$ cat config.mk
export PLATFORM = sky130hd
export DESIGN_NAME = tql_front
export DESIGN_NICKNAME = d
export VERILOG_FILES = /design/src/sv/tql_pkg.sv /design/src/sv/tql_front.sv
export SDC_FILE = /design/constraint.sdc
export NUM_CORES = 1
export LEC_CHECK = 0
export ABC_CLOCK_PERIOD_IN_PS = 2100
export BUFFER_PORTS_ARGS = -buffer_cell sky130_fd_sc_hd__buf_4
export CORE_MARGIN = 3
export CORE_UTILIZATION = 49
export CTS_BUF_LIST = sky130_fd_sc_hd__clkbuf_8 sky130_fd_sc_hd__clkbuf_16
export DETAILED_ROUTE_END_ITERATION = 16
export MAX_ROUTING_LAYER = met4
export PLACE_DENSITY = 0.86
export SLEW_MARGIN = 20
export SYNTH_ARGS = -nofsm -noshare
export SYNTH_HDL_FRONTEND = slang
export SYNTH_SLANG_ARGS = --single-unit
$ cat constraint.sdc
create_clock -name i_clk -period 2.1 [get_ports i_clk]
set_input_delay 0.42 -clock i_clk [delete_from_list [all_inputs] [get_ports i_clk]]
set_output_delay 0.42 -clock i_clk [all_outputs]
set_load 0.02 [all_outputs]
$ cat src/sv/tql_pkg.sv
`timescale 1ns / 1ps
// ----------------------------------------------------------------------------
// tql_pkg
// Shared types and constants for the tabular q-learning update block.
// ----------------------------------------------------------------------------
package tql_pkg;

    localparam int GAIN_W = 17;
    localparam int LIMIT_W = 5;
    localparam int DRAW_W = 16;

    typedef enum logic [1:0] {
        MODE_CHOOSE = 2'd0,
        MODE_UPDATE = 2'd1,
        MODE_READ   = 2'd2,
        MODE_READ_X = 2'd3
    } t_mode;

    typedef enum logic [1:0] {
        REG_ALPHA = 2'd0,
        REG_GAMMA = 2'd1,
        REG_EPS   = 2'd2,
        REG_LIMIT = 2'd3
    } t_reg;

    typedef enum logic [2:0] {
        ST_IDLE,
        ST_READ,
        ST_TARGET,
        ST_SAT1,
        ST_ALPHA,
        ST_WRITE,
        ST_OUT
    } t_state;

endpackage

$ cat src/sv/tql_front.sv
`timescale 1ns / 1ps
// ----------------------------------------------------------------------------
// tql_front
// Accepts input beats and holds them in a two-entry queue for the back end.
// ----------------------------------------------------------------------------
module tql_front #(
    parameter int ITEM_W = 8
) (
    input  logic              i_clk,
    input  logic              i_rst_n,
    input  logic              i_valid,
    output logic              o_stall,
    input  logic [ITEM_W-1:0] i_item,
    output logic              o_valid,
    input  logic              i_take,
    output logic [ITEM_W-1:0] o_item
);
    import tql_pkg::*;

    logic [ITEM_W-1:0] r_slot [2];
    logic              r_wp, r_rp;
    logic [1:0]        r_cnt;
    logic              w_push, w_pop;

    assign o_stall = (r_cnt == 2'd2);
    assign w_push  = i_valid && !o_stall;
    assign o_valid = (r_cnt != 2'd0);
    assign w_pop   = o_valid && i_take;
    assign o_item  = r_slot[r_rp];

    // queue storage
    always_ff @(posedge i_clk) begin
        if (w_push) begin
            r_slot[r_wp] <= i_item;
        end
    end

    // queue pointers
    always_ff @(posedge i_clk) begin
        if (!i_rst_n) begin
            r_wp  <= 1'b0;
            r_rp  <= 1'b0;
            r_cnt <= 2'd0;
        end else begin
            if (w_push) r_wp <= ~r_wp;
            if (w_pop)  r_rp <= ~r_rp;
            r_cnt <= r_cnt + {1'b0, w_push} - {1'b0, w_pop};
        end
    end

    a_cnt_max: assert property (@(posedge i_clk) disable iff (!i_rst_n)
        r_cnt != 2'd3) else $error("queue count overflow");
    a_no_push_full: assert property (@(posedge i_clk) disable iff (!i_rst_n)
        (r_cnt == 2'd2) |-> !w_push) else $error("push into full queue");
    a_pop_valid: assert property (@(posedge i_clk) disable iff (!i_rst_n)
        w_pop |-> (r_cnt != 2'd0)) else $error("pop from empty queue");

endmodule

Word level (Yosys, flattened, before mapping)
Memories as Yosys holds them, arrays and structs flattened. A register that Yosys moved wholly into a read port is not among the register bits.
Cells that the tools add are included.
{ "classes": {"add_sub_neg": 2, "eq_ne": 1, "mux": 4, "n_bitwise": 2, "reduce_logical": 4} }
{ "op_table": {"columns": ["operator", "count"], "rows": [
  ["1-bit two-way mux", 4],
  ["2-bit by 1-bit adder with 2-bit output", 1],
  ["2-bit == test, second input constant", 1],
  ["1-bit logical AND", 2],
  ["1-bit inverter", 2],
  ["2-bit nonzero test", 1],
  ["2-bit by 1-bit subtractor with 2-bit output", 1],
  ["1-bit logical NOT", 1]
]} }
{ "word_totals": {"register_bits": 4, "mem_bits_rw": 16, "in_bits": 12, "output_inout_bits": 10, "wordCells": 17, "memories": 1} }
{ "mem_list": {"columns": ["memory", "words", "width", "rd", "rd_ports_with_merged_regs", "write_ports", "line_no", "source"], "rows": [
  ["r_slot", 2, 8, 1, 1, 1, "tql_front.sv:20", "logic [ITEM_W-1:0] r_slot [2];"]
]} }

Logic depth before layout (Yosys ltp)
{ "depth": {"ltp_word": 5, "ltp_mapped": 8, "mapped_depth_nobuf": 8} }

Least setup slack after synthesis
OpenSTA, ideal clock, no wires.
{ "synth_timing": {"path_type": "reg2reg", "from": "reg r_cnt[0]", "to": "reg r_cnt[1]", "setup_ns": 0.115, "t_arrival_ns": 1.354, "required_time_ns": 1.985, "setup_slack_ns": 0.631, "stages_incl_launch_ff": 9, "n_path_buf": 0, "period_less_slack_ns": 1.469, "path_cell_list": "dfxtp_1 -> nand2b_1 -> nand2_1 -> ha_1 -> inv_1 -> ha_1 -> xor2_1 -> xnor2_1 -> nor2_1"} }
{ "synth_between": {"elab_chain_len": 5, "elab_cells_between_ends": 7, "classes_between": "add/sub (2); eq/ne (1); reduce/logical (4)"} }
{ "synth_rtl": {"columns": ["element", "line_no", "source"], "rows": [
  ["start, declared", "tql_front.sv:22", "logic [1:0] r_cnt;"],
  ["start signal, assigned", "tql_front.sv:47", "r_cnt <= r_cnt + {1'b0, w_push} - {1'b0, w_pop};"],
  ["2-bit == test", "tql_front.sv:25", "assign o_stall = (r_cnt == 2'd2);"],
  ["1-bit logical NOT", "tql_front.sv:26", "assign w_push = i_valid && !o_stall;"],
  ["1-bit logical AND", "tql_front.sv:26", null],
  ["2-bit by 1-bit adder with 2-bit output", "tql_front.sv:47", null],
  ["2-bit by 1-bit subtractor with 2-bit output (*)", "tql_front.sv:47", null]
]} }
Every way passes the cells marked *; elsewhere a longest branch is shown, timed or not.
A chain may end at the register's enable or synchronous reset.

==> results.sh <==
export IMPL_slowest_delay_ps=520
export IMPL_clkPwrFrac=0.197
export IMPL_cts_tree="done"
export IMPL_synth_area_um2=811
export IMPL_irDropWorstVdd_uv=652
export IMPL_cp_max_fo=8
export IMPL_synth_distinct_cells=16
export IMPL_grt_max_degree=12
export IMPL_areaGrowthSynthToFinish_pct=27.8
export IMPL_numCtsBuffers=3
export IMPL_synth_top_cell_by_area="edfxtp_1"
export IMPL_drtAntennaViolNets=0
export IMPL_whs_ps=352
export IMPL_dpl_hpwl_um=876
export IMPL_ys_warn_count=0
export IMPL_cts_setup_buffers=0
export IMPL_drive_gt1_frac=0.461
export IMPL_min_period_over_period=0.828
export IMPL_overflow=0
export IMPL_die_y_um=46.7
export IMPL_setup_slack_ps=362
export IMPL_power_density_nw_per_um2=1200
export IMPL_async_reset_ff_frac=0
export IMPL_place_ws_ps=473
export IMPL_setup_violations=0
export IMPL_die_w_um=46.7
export IMPL_yosysMostFrequentCell="edfxtp_1"
export IMPL_cp_arrival_ps=1320
export IMPL_synth_edf_count=16
export IMPL_wl_um=1190
export IMPL_via_count=468
export IMPL_synth_area_leaders="edfxtp_1 (59%), dfxtp_1 (12%), mux2_2 (11%), ha_1 (3.1%), xnor2_1 (2.2%)"
export IMPL_clock_sinks=21
export IMPL_critPathKind="reg -> out"
export IMPL_status="finished, final reports clean"
export IMPL_slowest_stage="dfxtp_1"
export IMPL_finalHoldViolCount=0
export IMPL_clk_latency_ps=250
export IMPL_min_path_type="in -> reg"
export IMPL_postCtsHoldBufs=0
export IMPL_combPwrFrac=0.338
export IMPL_io_buffer_count=21
export IMPL_tns_ps=0
export IMPL_ys_seq_area_frac=0.716
export IMPL_avgRoutedWirePerCell_um=12.9
export IMPL_core_area_um2=1520
export IMPL_cap_violations=0
export IMPL_gp_congestion=0.673
export IMPL_track_usage=0.129
export IMPL_grt_pass1_vias=468
export IMPL_grt_setup_unrepaired="no"
export IMPL_postSynthNetCount=65
export IMPL_slew_headroom=0.739
export IMPL_netSwitchingFraction=0.295
export IMPL_synthFlopType="edfxtp_1"
export IMPL_cellLeakagePower_nw=0.441
export IMPL_p_total_mw=1.24
export IMPL_clock_tree_buffer_depth=2
export IMPL_cp_cell_sequence="mux2_2, buf_4"
export IMPL_dieArea_um2=2180
export IMPL_cts_root_buf="clkbuf_8"
export IMPL_core_rowCount=14
export IMPL_path_clk_slew_ps=70
export IMPL_grt_pass1_wl_um=1840
export IMPL_post_route_min_period_ps=1740
export IMPL_seq_power_share=0.465
export IMPL_ctsHtreeMaxLevel=1
export IMPL_start_util=0.532
export IMPL_tightest_slew_ps=391
export IMPL_critPathLaunchType="register"
export IMPL_internal_power_mw=0.874
export IMPL_synth_commonest_cells="edfxtp_1 (16), mux2_2 (8), dfxtp_1 (5)"
export IMPL_antenna_found_initial=0
export IMPL_drt_first_pass_iters=4
export IMPL_synth_seq_cells=21
export IMPL_cts_repair_resized=0
export IMPL_fin_nets=91
export IMPL_netlist_instances=51
export IMPL_p_switching_mw=0.365
export IMPL_pin_count=22
export IMPL_max_freq_mhz=575
export IMPL_first_iter_violations=6
export IMPL_worstSetupEndpointType="output port"
export IMPL_netlist_area_leader_share=0.593
export IMPL_drv_slew=0
export IMPL_vias_per_cell=5.09
export IMPL_n_antenna_cell=0
export IMPL_required_ps=1680
export IMPL_route_detailed_drc=0
export IMPL_syn_avg_cell_area_um2=15.9
export IMPL_fin_skew_ps=2.91
[per-stage QoR]
stage,instances,utilization,area (µm²)
after floorplan,51,-,811
after global placement,88,0.650,991
after detailed placement,88,0.650,991
after CTS,92,0.680,1040
after global routing,92,0.680,1040
final,92,0.680,1040
[cell families after synthesis]
logic type / synth area share
AOI/OAI and AO/OA: 0.0108
adders and majority gates: 0.0309
xor gates and xnor gates: 0.0324
and+or+nand+nor: 0.0664
buffers and inverters: 0.0201
muxes: 0.123
DFF: 0.716
[final cells by class]
class / count / area (µm²)
clock buffers: 3 / 41.3
repair buffers: 22 / 165
flip-flops and latches: 21 / 581
clock inverters: 1 / 3.75
fillers: 116 / 488
well taps: 16 / 20.0
multi-input cells: 26 / 214
inverters: 3 / 11.3
[per-layer routing]
layer	up-vias	wire length (µm)	global-route usage
li1	227	-	-
met1	222	504	0.136
met2	17	570	0.214
met3	2	100	0.0273
met4	0	9	0.0829
met5	-	0	-
[path summary, 6_finish.rpt]
| kind | start | end | slack (ps) | depth (start not counted) |
|---|---|---|---|---|
| worst max-delay path | register | o_item[1] | 360 | 2 |
| worst min-delay path | i_item[3] | r_slot[1][3]$_DFFE_PP_ | 350 | 1 |
| worst max register to register | r_cnt[0]$_SDFF_PN0_ | r_cnt[1]$_SDFF_PN0_ | 520 | 8 |
| worst min register to register | r_wp$_SDFFE_PN0N_ | r_wp$_SDFFE_PN0N_ | 480 | 2 |
[placed cells by master (no fill, tap or decap), drive strengths merged]
cell type,netlist,final
buf,1,22
or2,1,1
and3,1,1
nand2,2,2
xor2,1,1
nor2,4,4
clkbuf,0,3
o21a,1,1
edfxtp,16,16
mux2,8,8
mux2i,1,1
nand2b,2,2
ha,2,2
and2,1,1
xnor2,2,2
dfxtp,5,5
inv,3,4
[registers in the layout, summed over array words and instances (netlist names), named ones only]
signal	cells
r_cnt	2
r_rp	1
r_slot	16
r_wp	1
[power by group through the flow]
stage	Sequential [mW]	Combinational, mW	Clock (mW)
CTS	0.578	0.427	0.249
finish	0.576	0.419	0.244
global placement	0.584	0.413	0
detailed placement	0.586	0.423	0
floorplan	0.560	0.295	0
global route	0.587	0.458	0.264
[worst max-delay path: cells and delay by family, from the launching register on]
family                 cells  cell delay [ps]
buffers and inverters      1              160
flip-flops                 1              520
multiplexers               1              380
(Power assumes the default switching activity.)
